==> config.mk <==
export PLATFORM = sky130hd
export DESIGN_NAME = integer_to_base_digits_flat
export DESIGN_NICKNAME = d
export VERILOG_FILES = /design/src/sv/itbd_pkg.sv /design/src/sv/itbd_in_if.sv /design/src/sv/itbd_out_if.sv /design/src/sv/itbd_front.sv /design/src/sv/itbd_queue.sv /design/src/sv/itbd_back.sv /design/src/sv/integer_to_base_digits.sv /design/src/flat_wrapper.sv
export VERILOG_INCLUDE_DIRS = /design/src /design/src/sv
export SDC_FILE = /design/constraint.sdc
export NUM_CORES = 1
export LEC_CHECK = 0
export BUFFER_PORTS_ARGS = -buffer_cell sky130_fd_sc_hd__buf_2
export CAP_MARGIN = 20
export CORE_MARGIN = 2
export CORE_UTILIZATION = 60
export CTS_BUF_LIST = sky130_fd_sc_hd__clkbuf_8
export CTS_CLUSTER_DIAMETER = 50
export CTS_CLUSTER_SIZE = 8
export DETAILED_ROUTE_END_ITERATION = 7
export GPL_TIMING_DRIVEN = 0
export PLACE_DENSITY = 0.78
export SETUP_SLACK_MARGIN = 0.5
export SYNTH_ARGS = -nofsm -noshare
export SYNTH_HDL_FRONTEND = slang
export SYNTH_HIERARCHICAL = 1
export SYNTH_SLANG_ARGS = --single-unit
==> constraint.sdc <==
create_clock -name i_clk -period 25.3 [get_ports i_clk]
set_input_delay 1.265 -clock i_clk [delete_from_list [all_inputs] [get_ports i_clk]]
set_output_delay 1.265 -clock i_clk [all_outputs]
set_load 0.02 [all_outputs]
==> src/sv/integer_to_base_digits_defines.svh <==
// ----------------------------------------------------------------------------
// Integer to base digits: assertion macros
// Shared assertion macros; they expand to nothing in synthesis builds.
// ----------------------------------------------------------------------------
`ifndef INTEGER_TO_BASE_DIGITS_DEFINES_SVH
`define INTEGER_TO_BASE_DIGITS_DEFINES_SVH

`ifndef SYNTHESIS

// Property checked on every clock edge outside reset.
`define ITBD_ASSERT(lbl, clk, rst_n, prop) \
    lbl: assert property (@(posedge clk) disable iff (!rst_n) prop) \
        else $error("integer_to_base_digits: assertion failed");

// Property checked on every clock edge, reset included.
`define ITBD_ASSERT_ALWAYS(lbl, clk, prop) \
    lbl: assert property (@(posedge clk) prop) \
        else $error("integer_to_base_digits: assertion failed");

`else

`define ITBD_ASSERT(lbl, clk, rst_n, prop)
`define ITBD_ASSERT_ALWAYS(lbl, clk, prop)

`endif

`endif

==> src/sv/itbd_pkg.sv <==
// ----------------------------------------------------------------------------
// Integer to base digits: package
// Shared constants, types and the digit to ASCII mapping.
// ----------------------------------------------------------------------------
`default_nettype none

package itbd_pkg;

    // Default sizes.
    localparam int VALUE_WIDTH_DEF = 31;
    localparam int MAX_DIGITS_DEF  = 32;

    // Field widths fixed by the interface.
    localparam int RADIX_W   = 6;
    localparam int CHAR_W    = 7;
    localparam int APB_DW    = 32;
    localparam int PADDR_W   = 3;

    // Radix register.
    localparam logic [RADIX_W-1:0] RADIX_RESET = 6'd10;
    localparam logic [RADIX_W-1:0] RADIX_MIN   = 6'd2;
    localparam logic [RADIX_W-1:0] RADIX_MAX   = 6'd36;

    // Register index, taken from the word address bit.
    localparam logic REG_RADIX = 1'b0;

    // ASCII codes and digit thresholds.
    localparam logic [CHAR_W-1:0]  CHAR_ZERO  = 7'd48;
    localparam logic [CHAR_W-1:0]  CHAR_A     = 7'd65;
    localparam logic [RADIX_W-1:0] DIGIT_NINE = 6'd9;
    localparam logic [RADIX_W-1:0] DIGIT_TEN  = 6'd10;

    // Quotient bits resolved per divider cycle.
    localparam int DIV_BITS_PER_CYCLE = 8;

    // Depth of the queue between front and back end.
    localparam int QUEUE_DEPTH = 2;

    // Back end sequencer states.
    typedef enum logic [2:0] {
        ST_IDLE = 3'b001,
        ST_DIV  = 3'b010,
        ST_EMIT = 3'b100
    } t_back_state;

    // Status of the back end seen by the top level.
    typedef struct packed {
        logic idle;
        logic emitting;
    } t_back_status;

    // Clamp the programmed radix into the range two to thirty-six.
    function automatic logic [RADIX_W-1:0] effective_radix(input logic [RADIX_W-1:0] r);
        logic [RADIX_W-1:0] res;
        if (r < RADIX_MIN) begin
            res = RADIX_MIN;
        end else if (r > RADIX_MAX) begin
            res = RADIX_MAX;
        end else begin
            res = r;
        end
        return res;
    endfunction

    // Map a digit value to '0'..'9' or 'A'..'Z'.
    function automatic logic [CHAR_W-1:0] digit_to_ascii(input logic [RADIX_W-1:0] d);
        logic [CHAR_W-1:0] res;
        if (d <= DIGIT_NINE) begin
            res = CHAR_ZERO + CHAR_W'(d);
        end else begin
            res = CHAR_A + CHAR_W'(d - DIGIT_TEN);
        end
        return res;
    endfunction

endpackage

`default_nettype wire

==> src/sv/itbd_in_if.sv <==
// ----------------------------------------------------------------------------
// Integer to base digits: input channel
// Valid/ready channel carrying the value to convert.
// ----------------------------------------------------------------------------
`default_nettype none

interface itbd_in_if #(
    parameter int VALUE_WIDTH = itbd_pkg::VALUE_WIDTH_DEF
) ();
    logic                   valid;
    logic                   ready;
    logic [VALUE_WIDTH-1:0] value;

    modport source (output valid, output value, input ready);
    modport sink   (input valid, input value, output ready);
endinterface

`default_nettype wire

==> src/sv/itbd_out_if.sv <==
// ----------------------------------------------------------------------------
// Integer to base digits: output channel
// Valid/ready channel carrying one ASCII digit and its last flag.
// ----------------------------------------------------------------------------
`default_nettype none

interface itbd_out_if ();
    logic                          valid;
    logic                          ready;
    logic [itbd_pkg::CHAR_W-1:0]   digit_char;
    logic                          last;

    modport source (output valid, output digit_char, output last, input ready);
    modport sink   (input valid, input digit_char, input last, output ready);
endinterface

`default_nettype wire

==> src/sv/itbd_front.sv <==
// ----------------------------------------------------------------------------
// Integer to base digits: front end
// Holds the radix register, accepts values and pushes them with their
// clamped radix into the work queue.
// ----------------------------------------------------------------------------
`default_nettype none

module itbd_front #(
    parameter int VALUE_WIDTH = itbd_pkg::VALUE_WIDTH_DEF
) (
    input  logic                                 i_clk,
    input  logic                                 i_rst_n,
    itbd_in_if.sink                              i_in_ch,
    input  logic                                 psel,
    input  logic                                 penable,
    input  logic                                 pwrite,
    input  logic [itbd_pkg::PADDR_W-1:0]         paddr,
    input  logic [itbd_pkg::APB_DW-1:0]          pwdata,
    output logic [itbd_pkg::APB_DW-1:0]          prdata,
    output logic                                 pready,
    input  logic                                 i_q_full,
    output logic                                 o_push,
    output logic [VALUE_WIDTH-1:0]               o_push_value,
    output logic [itbd_pkg::RADIX_W-1:0]         o_push_radix
);

    logic [itbd_pkg::RADIX_W-1:0] r_radix;
    logic                         reg_hit;

    // Register decode on the word address.
    assign reg_hit = (paddr[itbd_pkg::PADDR_W-1] == itbd_pkg::REG_RADIX);
    assign pready  = 1'b1;
    assign prdata  = reg_hit ? itbd_pkg::APB_DW'(r_radix) : '0;

    // Radix register write.
    always_ff @(posedge i_clk) begin
        if (!i_rst_n) begin
            r_radix <= itbd_pkg::RADIX_RESET;
        end else if (psel && penable && pwrite && pready && reg_hit) begin
            r_radix <= pwdata[itbd_pkg::RADIX_W-1:0];
        end
    end

    // Accept a transaction whenever the queue has room.
    assign i_in_ch.ready = !i_q_full;
    assign o_push        = i_in_ch.valid && !i_q_full;
    assign o_push_value  = i_in_ch.value;
    assign o_push_radix  = itbd_pkg::effective_radix(r_radix);

endmodule

`default_nettype wire

==> src/sv/itbd_queue.sv <==
// ----------------------------------------------------------------------------
// Integer to base digits: work queue
// Short FIFO between the front end and the conversion back end.
// ----------------------------------------------------------------------------
`default_nettype none

module itbd_queue #(
    parameter int W = itbd_pkg::VALUE_WIDTH_DEF + itbd_pkg::RADIX_W
) (
    input  logic         i_clk,
    input  logic         i_rst_n,
    input  logic         i_push,
    input  logic [W-1:0] i_wdata,
    input  logic         i_pop,
    output logic         o_valid,
    output logic         o_full,
    output logic [W-1:0] o_rdata
);

    localparam int DEPTH = itbd_pkg::QUEUE_DEPTH;
    localparam int PW    = (DEPTH > 1) ? $clog2(DEPTH) : 1;
    localparam int CW    = $clog2(DEPTH + 1);

    logic [W-1:0]  r_mem [DEPTH];
    logic [PW-1:0] r_wr_ptr;
    logic [PW-1:0] r_rd_ptr;
    logic [CW-1:0] r_count;
    logic          do_push;
    logic          do_pop;

    assign o_valid = (r_count != '0);
    assign o_full  = (r_count == CW'(DEPTH));
    assign o_rdata = r_mem[r_rd_ptr];
    assign do_push = i_push && !o_full;
    assign do_pop  = i_pop && o_valid;

    // Pointers and fill level.
    always_ff @(posedge i_clk) begin
        if (!i_rst_n) begin
            r_wr_ptr <= '0;
            r_rd_ptr <= '0;
            r_count  <= '0;
        end else begin
            if (do_push) begin
                r_wr_ptr <= r_wr_ptr + PW'(1);
            end
            if (do_pop) begin
                r_rd_ptr <= r_rd_ptr + PW'(1);
            end
            if (do_push && !do_pop) begin
                r_count <= r_count + CW'(1);
            end else if (do_pop && !do_push) begin
                r_count <= r_count - CW'(1);
            end
        end
    end

    // Entry storage.
    always_ff @(posedge i_clk) begin
        if (do_push) begin
            r_mem[r_wr_ptr] <= i_wdata;
        end
    end

endmodule

`default_nettype wire

==> src/sv/itbd_back.sv <==
// ----------------------------------------------------------------------------
// Integer to base digits: conversion back end
// Divides the value by the radix a few quotient bits per cycle, stores the
// remainders in the digit buffer and replays them most significant first.
// ----------------------------------------------------------------------------
`default_nettype none

module itbd_back #(
    parameter int VALUE_WIDTH = itbd_pkg::VALUE_WIDTH_DEF,
    parameter int MAX_DIGITS  = itbd_pkg::MAX_DIGITS_DEF
) (
    input  logic                         i_clk,
    input  logic                         i_rst_n,
    input  logic                         i_q_valid,
    input  logic [VALUE_WIDTH-1:0]       i_q_value,
    input  logic [itbd_pkg::RADIX_W-1:0] i_q_radix,
    output logic                         o_pop,
    itbd_out_if.source                   o_out_ch,
    output itbd_pkg::t_back_status       o_status
);

    localparam int RW         = itbd_pkg::RADIX_W;
    localparam int STEP       = itbd_pkg::DIV_BITS_PER_CYCLE;
    localparam int DIV_CYCLES = (VALUE_WIDTH + STEP - 1) / STEP;
    localparam int PAD_W      = DIV_CYCLES * STEP;
    localparam int SW         = (DIV_CYCLES > 1) ? $clog2(DIV_CYCLES) : 1;
    localparam int AW         = $clog2(MAX_DIGITS);
    localparam int CW         = $clog2(MAX_DIGITS + 1);

    itbd_pkg::t_back_state r_state;
    itbd_pkg::t_back_state n_state;

    logic [PAD_W-1:0] r_quot;
    logic [PAD_W-1:0] n_quot;
    logic [RW-1:0]    r_rem;
    logic [RW-1:0]    n_rem;
    logic [RW:0]      div_tmp;
    logic [RW-1:0]    r_radix;
    logic [SW-1:0]    r_step;
    logic [CW-1:0]    r_digit_count;
    logic [CW-1:0]    r_idx;
    logic [CW-1:0]    idx_dec;
    logic [RW-1:0]    r_buf [MAX_DIGITS];
    logic [RW-1:0]    r_rd_data;
    logic             r_out_valid;
    logic             r_out_last;
    logic             load;
    logic             digit_done;
    logic             conv_end;
    logic             issue;

    // Restoring division: STEP quotient bits per cycle, remainder below radix.
    always_comb begin
        n_rem  = r_rem;
        n_quot = r_quot;
        div_tmp = '0;
        for (int i = 0; i < STEP; i++) begin
            div_tmp = {n_rem, n_quot[PAD_W-1]};
            n_quot  = {n_quot[PAD_W-2:0], 1'b0};
            if (div_tmp >= {1'b0, r_radix}) begin
                n_rem     = RW'(div_tmp - {1'b0, r_radix});
                n_quot[0] = 1'b1;
            end else begin
                n_rem = div_tmp[RW-1:0];
            end
        end
    end

    // Sequencer events.
    assign load       = (r_state == itbd_pkg::ST_IDLE) && i_q_valid;
    assign digit_done = (r_state == itbd_pkg::ST_DIV) && (r_step == SW'(DIV_CYCLES - 1));
    assign conv_end   = digit_done
                        && ((n_quot == '0) || (r_digit_count == CW'(MAX_DIGITS - 1)));
    assign issue      = (r_state == itbd_pkg::ST_EMIT) && (!r_out_valid || o_out_ch.ready);
    assign idx_dec    = r_idx - CW'(1);
    assign o_pop      = load;

    // Next state.
    always_comb begin
        n_state = r_state;
        unique case (r_state)
            itbd_pkg::ST_IDLE: begin
                if (load) begin
                    n_state = itbd_pkg::ST_DIV;
                end
            end
            itbd_pkg::ST_DIV: begin
                if (conv_end) begin
                    n_state = itbd_pkg::ST_EMIT;
                end
            end
            itbd_pkg::ST_EMIT: begin
                if (issue && (r_idx == CW'(1))) begin
                    n_state = itbd_pkg::ST_IDLE;
                end
            end
            default: begin
                n_state = itbd_pkg::ST_IDLE;
            end
        endcase
    end

    // Control registers.
    always_ff @(posedge i_clk) begin
        if (!i_rst_n) begin
            r_state       <= itbd_pkg::ST_IDLE;
            r_step        <= '0;
            r_digit_count <= '0;
            r_idx         <= '0;
            r_out_valid   <= 1'b0;
        end else begin
            r_state <= n_state;
            if (load) begin
                r_step        <= '0;
                r_digit_count <= '0;
            end else if (r_state == itbd_pkg::ST_DIV) begin
                r_step <= digit_done ? '0 : r_step + SW'(1);
                if (digit_done) begin
                    r_digit_count <= r_digit_count + CW'(1);
                end
            end
            if (conv_end) begin
                r_idx <= r_digit_count + CW'(1);
            end else if (issue) begin
                r_idx <= idx_dec;
            end
            if (issue) begin
                r_out_valid <= 1'b1;
            end else if (o_out_ch.ready) begin
                r_out_valid <= 1'b0;
            end
        end
    end

    // Datapath registers.
    always_ff @(posedge i_clk) begin
        if (load) begin
            r_quot  <= PAD_W'(i_q_value);
            r_rem   <= '0;
            r_radix <= i_q_radix;
        end else if (r_state == itbd_pkg::ST_DIV) begin
            r_quot <= n_quot;
            r_rem  <= digit_done ? '0 : n_rem;
        end
        if (issue) begin
            r_out_last <= (r_idx == CW'(1));
        end
    end

    // Digit buffer: written with each remainder, read in reverse order.
    always_ff @(posedge i_clk) begin
        if (digit_done) begin
            r_buf[r_digit_count[AW-1:0]] <= n_rem;
        end
        if (issue) begin
            r_rd_data <= r_buf[idx_dec[AW-1:0]];
        end
    end

    // Output transaction.
    assign o_out_ch.valid      = r_out_valid;
    assign o_out_ch.digit_char = itbd_pkg::digit_to_ascii(r_rd_data);
    assign o_out_ch.last       = r_out_last;

    assign o_status.idle     = (r_state == itbd_pkg::ST_IDLE);
    assign o_status.emitting = (r_state == itbd_pkg::ST_EMIT);

endmodule

`default_nettype wire

==> src/sv/integer_to_base_digits.sv <==
// ----------------------------------------------------------------------------
// Integer to base digits
// Converts an unsigned value to ASCII digits in a programmable radix,
// most significant digit first, with the final digit flagged.
// ----------------------------------------------------------------------------
//  Channel    Direction  Contents
//  i_in_ch    in         value
//  o_out_ch   out        digit_char, last
//  APB        in/out     radix register at byte address 0
//
//  Each value is loaded into the divider, then divided once per digit at 8
//  quotient bits per cycle over the 32-bit padded value; the digits are then
//  replayed out most significant first.
//  A two-entry queue takes new transactions while a conversion runs.
//  Synchronous active-low reset; the radix returns to ten.
//  A stalled output holds the buffer read, and the next value is not loaded
//  into the divider until the replay of the current one has ended.
// ----------------------------------------------------------------------------
`default_nettype none

`include "integer_to_base_digits_defines.svh"

module integer_to_base_digits #(
    parameter int VALUE_WIDTH = itbd_pkg::VALUE_WIDTH_DEF,
    parameter int MAX_DIGITS  = itbd_pkg::MAX_DIGITS_DEF
) (
    input  logic                         i_clk,
    input  logic                         i_rst_n,
    itbd_in_if.sink                      i_in_ch,
    itbd_out_if.source                   o_out_ch,
    input  logic                         psel,
    input  logic                         penable,
    input  logic                         pwrite,
    input  logic [itbd_pkg::PADDR_W-1:0] paddr,
    input  logic [itbd_pkg::APB_DW-1:0]  pwdata,
    output logic [itbd_pkg::APB_DW-1:0]  prdata,
    output logic                         pready
);

    localparam int RW = itbd_pkg::RADIX_W;
    localparam int QW = VALUE_WIDTH + RW;

    logic                   push;
    logic [VALUE_WIDTH-1:0] push_value;
    logic [RW-1:0]          push_radix;
    logic                   q_full;
    logic                   q_valid;
    logic                   q_pop;
    logic [QW-1:0]          q_rdata;
    logic [VALUE_WIDTH-1:0] q_value;
    logic [RW-1:0]          q_radix;
    itbd_pkg::t_back_status back_stat;

    // Front end: register port and input acceptance.
    itbd_front #(
        .VALUE_WIDTH (VALUE_WIDTH)
    ) u_front (
        .i_clk        (i_clk),
        .i_rst_n      (i_rst_n),
        .i_in_ch      (i_in_ch),
        .psel         (psel),
        .penable      (penable),
        .pwrite       (pwrite),
        .paddr        (paddr),
        .pwdata       (pwdata),
        .prdata       (prdata),
        .pready       (pready),
        .i_q_full     (q_full),
        .o_push       (push),
        .o_push_value (push_value),
        .o_push_radix (push_radix)
    );

    // Work queue between the two halves.
    itbd_queue #(
        .W (QW)
    ) u_queue (
        .i_clk   (i_clk),
        .i_rst_n (i_rst_n),
        .i_push  (push),
        .i_wdata ({push_value, push_radix}),
        .i_pop   (q_pop),
        .o_valid (q_valid),
        .o_full  (q_full),
        .o_rdata (q_rdata)
    );

    assign q_value = q_rdata[QW-1:RW];
    assign q_radix = q_rdata[RW-1:0];

    // Back end: division and digit replay.
    itbd_back #(
        .VALUE_WIDTH (VALUE_WIDTH),
        .MAX_DIGITS  (MAX_DIGITS)
    ) u_back (
        .i_clk     (i_clk),
        .i_rst_n   (i_rst_n),
        .i_q_valid (q_valid),
        .i_q_value (q_value),
        .i_q_radix (q_radix),
        .o_pop     (q_pop),
        .o_out_ch  (o_out_ch),
        .o_status  (back_stat)
    );

    // Queued work always carries a radix already clamped into range.
    `ITBD_ASSERT(a_queued_radix_in_range, i_clk, i_rst_n,
        q_valid |-> (q_radix >= itbd_pkg::RADIX_MIN && q_radix <= itbd_pkg::RADIX_MAX))

    // A new output transaction only appears out of the replay phase.
    `ITBD_ASSERT(a_output_from_replay, i_clk, i_rst_n,
        $rose(o_out_ch.valid) |-> $past(back_stat.emitting))

    // Reset leaves the back end idle with no output pending.
    `ITBD_ASSERT_ALWAYS(a_reset_idle, i_clk, !i_rst_n |=> (back_stat.idle && !o_out_ch.valid))

endmodule

`default_nettype wire
==> src/flat_wrapper.sv <==
// flat-port wrapper written by rule: the top's interface ports become plain ports
module integer_to_base_digits_flat 
#(
    parameter int VALUE_WIDTH = itbd_pkg::VALUE_WIDTH_DEF,
    parameter int MAX_DIGITS  = itbd_pkg::MAX_DIGITS_DEF
)
  (i_clk, i_rst_n, psel, penable, pwrite, paddr, pwdata, prdata, pready, i_in_ch_valid, i_in_ch_value, i_in_ch_ready, o_out_ch_valid, o_out_ch_digit_char, o_out_ch_last, o_out_ch_ready);
  itbd_in_if #(.VALUE_WIDTH(VALUE_WIDTH)) i_in_ch_i ();
  itbd_out_if o_out_ch_i ();
  input  logic i_clk;
  input  logic i_rst_n;
  input  logic psel;
  input  logic penable;
  input  logic pwrite;
  input  logic [itbd_pkg::PADDR_W-1:0] paddr;
  input  logic [itbd_pkg::APB_DW-1:0] pwdata;
  output logic [itbd_pkg::APB_DW-1:0] prdata;
  output logic pready;
  input wire logic [$bits(i_in_ch_i.valid)-1:0] i_in_ch_valid;
  input wire logic [$bits(i_in_ch_i.value)-1:0] i_in_ch_value;
  output wire logic [$bits(i_in_ch_i.ready)-1:0] i_in_ch_ready;
  output wire logic [$bits(o_out_ch_i.valid)-1:0] o_out_ch_valid;
  output wire logic [$bits(o_out_ch_i.digit_char)-1:0] o_out_ch_digit_char;
  output wire logic [$bits(o_out_ch_i.last)-1:0] o_out_ch_last;
  input wire logic [$bits(o_out_ch_i.ready)-1:0] o_out_ch_ready;
  assign i_in_ch_i.valid = i_in_ch_valid;
  assign i_in_ch_i.value = i_in_ch_value;
  assign i_in_ch_ready = i_in_ch_i.ready;
  assign o_out_ch_valid = o_out_ch_i.valid;
  assign o_out_ch_digit_char = o_out_ch_i.digit_char;
  assign o_out_ch_last = o_out_ch_i.last;
  assign o_out_ch_i.ready = o_out_ch_ready;
  integer_to_base_digits #(.VALUE_WIDTH(VALUE_WIDTH), .MAX_DIGITS(MAX_DIGITS)) u_core (.i_clk(i_clk), .i_rst_n(i_rst_n), .i_in_ch(i_in_ch_i), .o_out_ch(o_out_ch_i), .psel(psel), .penable(penable), .pwrite(pwrite), .paddr(paddr), .pwdata(pwdata), .prdata(prdata), .pready(pready));
endmodule
# --- Word level (Yosys, flattened, before mapping) ---
# Memory sizes are Yosys's and may differ from the RTL's. A register that Yosys moved wholly into a read port is not among the register bits.
# Cells that the tools add are included.
word_totals:
  n_memories: 2
  latch_bits: 0
  ramBits: 266
  elab_cells: 125
  regBits: 73
  romBits: 0
  out_inout_bits: 43
  inputBits: 73
op_classes:
  n_addsub: 18
  reduce_logical: 28
  n_lt_le_gt_ge: 11
  n_div: 0
  mul: 0
  shift: 0
  n_mux: 40
  n_bitwise: 2
  eq_ne: 10
mem_list:
  columns: ["name", "words", "width", "read_ports", "rd_ports_with_merged_regs", "wr", "line", "rtl"]
  rows:
  - ["u_core.u_back.r_buf", 32, 6, 1, 1, 1, "itbd_back.sv:43", "logic [RW-1:0] r_buf [MAX_DIGITS];"]
  - ["u_core.u_queue.r_mem", 2, 37, 1, 1, 1, "itbd_queue.sv:24", "logic [W-1:0] r_mem [DEPTH];"]
ops:
  columns: ["operator", "count"]
  rows:
  - ["2-to-1 mux 6 bit", 14]
  - ["2-to-1 mux 31 bit", 2]
  - ["greater-or-equal comparator 7 x 6 -> 1 bit", 8]
  - ["subtractor 6 bit", 8]
  - ["zero test 32 bit", 1]
  - ["2-to-1 mux 1 bit", 16]
  - ["logical AND 1 bit", 13]
  - ["nonzero test 2 bit", 5]
  - ["2-to-1 mux 3 bit", 3]
  - ["one-hot mux 3 bit (3 select lines)", 1]
  - ["adder 6 x 6 -> 7 bit, first input constant", 1]
  - ["adder 7 bit, first input constant", 1]
  - ["2-to-1 mux 7 bit", 1]
  - ["subtractor 6 x 4 -> 7 bit, second input constant", 1]
  - ["adder 6 x 1 -> 6 bit, second input constant", 1]
  - ["== test 6 x 1 -> 1 bit, second input constant", 1]
  - ["== test 6 x 5 -> 1 bit, second input constant", 1]
  - ["> comparator 6 bit, second input constant", 1]
  - ["less-or-equal comparator 6 x 4 -> 1 bit, second input constant", 1]
  - ["< comparator 6 x 2 -> 1 bit, second input constant", 1]
  - ["2-to-1 mux 2 bit", 3]
  - ["inequality test 2 bit, second input constant", 3]
  - ["subtractor 6 x 1 -> 6 bit, second input constant", 1]
  - ["adder 2 x 1 -> 2 bit, second input constant", 2]
  - ["12 further kinds", 19]

# --- Logic depth before layout (Yosys ltp) ---
logic_depth:
  ltp_word: 21
  depth_mapped: 85
  ltp_nobuf: 79

# --- Modules after synthesis ---
# The synthesis kept the hierarchy.
by_module_without_submodules:
  columns: ["mod", "area_each_um2", "cells_each", "instances"]
  rows:
  - ["itbd_back", 13694.4, 1050, 1]
  - ["itbd_queue", 2914.0, 140, 1]
  - ["itbd_front", 828.3, 106, 1]

# --- Worst setup path before layout ---
# OpenSTA, ideal clock, no wires.
synth_path:
  path_type: "flip-flop to flip-flop"
  start: "register u_core.u_back.r_radix[1]"
  end: "memory u_core/u_back/r_buf[0][0] (netlist name), data pin"
  path_stages_with_launch: 82
  t_arrival_ns: 16.872
  path_buffers: 5
  synth_period_minus_slack_ns: 17.264
  t_required_ns: 24.908
  slack_ns: 8.036
  setup_ns: 0.392
  cell_sequence: "edfxtp_1 inv_1 ha_1 nand2_1 o21ai_1 a21o_1 buf_2 nand2_1 o21ai_0 inv_1 ha_1 nor2b_1 o31a_1 o31ai_4 o311ai_1 or2_1 buf_6 buf_6 [46 not listed] nand2b_1 a21o_1 a21o_1 a211o_1 a211o_1 buf_6 mux2i_1 ha_1 a21o_1 a21o_1 a21o_1 a21o_1 a31o_2 a21oi_1 inv_1 a221o_1 buf_6 mux2i_1"
synth_via:
  elab_chain_cells: 16
  elab_cells_between_ends: 23
  cone_classes: "add/sub: 7; order compare: 8; mux: 8"
synth_lines:
  columns: ["item", "line", "rtl"]
  rows:
  - ["from (decl)", "itbd_back.sv:38", "logic [RW-1:0] r_radix;"]
  - ["from (signal assigned)", "itbd_back.sv:140", "r_radix <= i_q_radix;"]
  - ["subtractor 6 bit / greater-or-equal comparator 7 x 6 -> 1 bit (equally long branches)", "itbd_back.sv:61, itbd_back.sv:60", null]
  - ["2-to-1 mux 6 bit", "itbd_back.sv:60", "if (div_tmp >= {1'b0, r_radix}) begin"]
  - ["subtractor 6 bit / greater-or-equal comparator 7 x 6 -> 1 bit (equally long branches)", "itbd_back.sv:61, itbd_back.sv:60", null]
  - ["2-to-1 mux 6 bit", "itbd_back.sv:60", null]
  - ["subtractor 6 bit / greater-or-equal comparator 7 x 6 -> 1 bit (equally long branches)", "itbd_back.sv:61, itbd_back.sv:60", null]
  - ["2-to-1 mux 6 bit", "itbd_back.sv:60", null]
  - ["subtractor 6 bit / greater-or-equal comparator 7 x 6 -> 1 bit (equally long branches)", "itbd_back.sv:61, itbd_back.sv:60", null]
  - ["2-to-1 mux 6 bit", "itbd_back.sv:60", null]
  - ["subtractor 6 bit / greater-or-equal comparator 7 x 6 -> 1 bit (equally long branches)", "itbd_back.sv:61, itbd_back.sv:60", null]
  - ["2-to-1 mux 6 bit", "itbd_back.sv:60", null]
  - ["greater-or-equal comparator 7 x 6 -> 1 bit / subtractor 6 bit (equally long branches)", "itbd_back.sv:60, itbd_back.sv:61", null]
  - ["2-to-1 mux 6 bit", "itbd_back.sv:60", null]
  - ["subtractor 6 bit / greater-or-equal comparator 7 x 6 -> 1 bit (equally long branches)", "itbd_back.sv:61, itbd_back.sv:60", null]
  - ["2-to-1 mux 6 bit", "itbd_back.sv:60", null]
  - ["greater-or-equal comparator 7 x 6 -> 1 bit (*)", "itbd_back.sv:60", null]
  - ["2-to-1 mux 6 bit (*)", "itbd_back.sv:60", null]
  - ["via u_core.u_back.n_rem[0]", "itbd_back.sv:36", "logic [RW-1:0] n_rem;"]
  - ["to (decl)", "itbd_back.sv:43", null]
# Mark *: on every way through the listed nets, which the timed path passes. The rest lies on a longest branch.

# --- Final worst setup path ---
layout_path:
  start: "register u_core.u_back.r_radix[1]"
  end: "memory u_core/u_back/r_buf[30][0] (netlist name), data pin"
# Same word-level chain as after synthesis.

==> results.md <==
* Run status: complete, no violations
* CP arrival at 20.44 ns
* RR Endpoint: u_core/u_back/r_buf[30][0]
* Syn avg cell area at 13.5 µm²
* CP Capture Type: flip-flop
* Slew @ Worst Pin at 1.05 ns
* Max stage delay on crit path at 0.84 ns
* Wirelength, routed at 36400 µm
* Reg-to-Reg Start: u_core/u_back/r_radix[1]
* Post-route ant nets at 0
* Worst Path Max Fanout at 33
* Overall fraction of global-route tracks in use at 0.243
* CTS Hold Buffers Added at 0
* Unrepaired setup endpoints after global routing: no
* Io pins at 116
* Hold Path Depth at 2
* Number of global-route vias before repair at 10800
* Max frequency at 49.4 MHz
* Count of warnings emitted by yosys at 6
* Clock sink count at 346
* Syn Inst Count at 1295
* Die Y at 174 µm
* Cells on worst reg2reg path at 80
* WHS Endpoint: u_core/u_back/r_step[1]
* Vias/cell at 5.92
* Max-cap violations at 0
* Endpoints failing setup at 0
* HP Class: reg -> reg
* WS Path Type: reg -> reg
* Drc violations at 0
* Fillers at 2030
* DP HPWL at 25900 µm
* CORE AREA at 28600 µm²
* Hold_sp: u_core/u_back/r_step[1]
* Worst skew pair latency at 0.59 ns
* Fin Setup TNS at 0 ns
* R2r setup slk at 5.06 ns
* Final #Nets at 1543
* Final Hold Viols at 0
* Fin crit share at 0.800
* CTS H-tree lvls at 2
* Kind of start point of the critical path: flip-flop
* Avg WL per Cell at 20.1 µm
* DRT Pass-1 Iters at 5
* Worst path slowest cell: mux2i_4
* Largest net degree at the start of global routing at 38
* Starting Density at 0.609
* Vias post-DR at 10700
* Min cycle time layout at 20.24 ns
* Root Driver: clkbuf_8
* 1st-iter DRT viols at 910
* Die width at 174 µm
* Most common cell after layout, fill and taps aside: edfxtp_1
* Number of port buffers at 29
* Area growth, synth to finish at 9.27%
* Layout cell share with drive strength beyond 1 at 0.213
* CTS tree: built
* Most frequent cells in the layout: edfxtp_1, nand2_1, nor2_1
* Slew Viols, Final at 0
* Postcts setup bufs at 0
* Mapped cell area at 17400 µm²
* Worst-case clock skew at 0.0382 ns
* Final Wtd Congestion at 0.894
* Cell mode on critical path: a21o_1
* ANT cells at 0
* Row count at 62
* Slew HR at 0.282
* First-pass GRT wire length at 57400 µm
* WP data required at 25.50 ns
* Clock transition at the registers of the reported paths at 0.06 ns
* Total grt overflow at 0
* DIE AREA at 30400 µm²
* TritonCTS buffer count at 49
* CTS resizes at 0
* Initial antenna violation count at 0
* Max Root-Sink Buffers at 3
==> state kept, by name (all words and copies together) (netlist names), 3 cells and up, named ones only <==
| signal | cells |
|---|---|
| u_core/u_back/r_idx | 6 |
| u_core/u_front/r_radix | 6 |
| u_core/u_back/r_rem | 6 |
| u_core/u_back/r_rd_data | 6 |
| u_core/u_back/r_digit_count | 6 |
| u_core/u_back/r_radix | 6 |
| u_core/u_back/r_quot | 32 |
| u_core/u_back/r_buf | 192 |
| u_core/u_queue/r_mem | 74 |
| u_core/u_back/r_state | 3 |
==> layout make-up <==
cell class,instances,area [µm²],area share
Multi-Input combinational cell,822,6650,0.349
Clock inverter,29,159,0.00834
Buffer,98,659,0.0346
Tap cell,384,480,0.0252
Timing Repair Buffer,31,188,0.00985
Clock buffer,49,674,0.0354
Sequential cell,346,10000,0.527
Inverter,54,203,0.0106
==> metrics by stage <==
| step | hold slack (ns) | cells | util | setup WS, ns | instance area, µm² |
|---|---|---|---|---|---|
| floorplan | 0.440 | 1320 | - | 8.04 | 17500 |
| global route | 0.501 | 1813 | 0.665 | 3.75 | 19000 |
| global placement | 0.446 | 1733 | 0.634 | 4.56 | 18100 |
| detailed placement | 0.455 | 1735 | 0.636 | 5.44 | 18200 |
| finish | 0.464 | 1813 | 0.665 | 5.06 | 19000 |
| CTS | 0.464 | 1813 | 0.665 | 5.37 | 19000 |
==> critical path, delay by kind of cell (launching register included) <==
family                     cells  cell delay, ns
AOI/OAI and AO/OA             37            8.38
and+or+nand+nor               21            4.75
adders and majority gates      8            2.61
buffers and inverters         11            1.82
muxes                          3            1.49
DFF                            1            0.78
==> metal layers <==
layer	global-route usage	share of wire
met1	0.323	0.41
met2	0.417	0.50
met3	0.0383	0.072
met4	0.0686	0.024
met5	0	0
==> worst max-delay path by stage <==
stage	end	depth (start not counted)	startpoint
5_1_grt	u_core/u_back/r_buf[30][0]	81	u_core/u_back/r_radix[1]
6_report	u_core/u_back/r_buf[30][0]	80	u_core/u_back/r_radix[1]
4_1_cts	u_core/u_back/r_buf[30][0]	80	u_core/u_back/r_radix[1]
3_3_place_gp	u_core/u_back/r_buf[11][0]	80	u_core/u_back/r_radix[1]
3_5_place_dp	u_core/u_back/r_buf[27][0]	80	u_core/u_back/r_radix[1]
2_1_floorplan	u_core/u_back/r_buf[0][0]	81	u_core/u_back/r_radix[1]
Power is left out: the tool's default activity adds up to more than one toggle a clock period on the data nets, which glitch-free logic cannot reach.
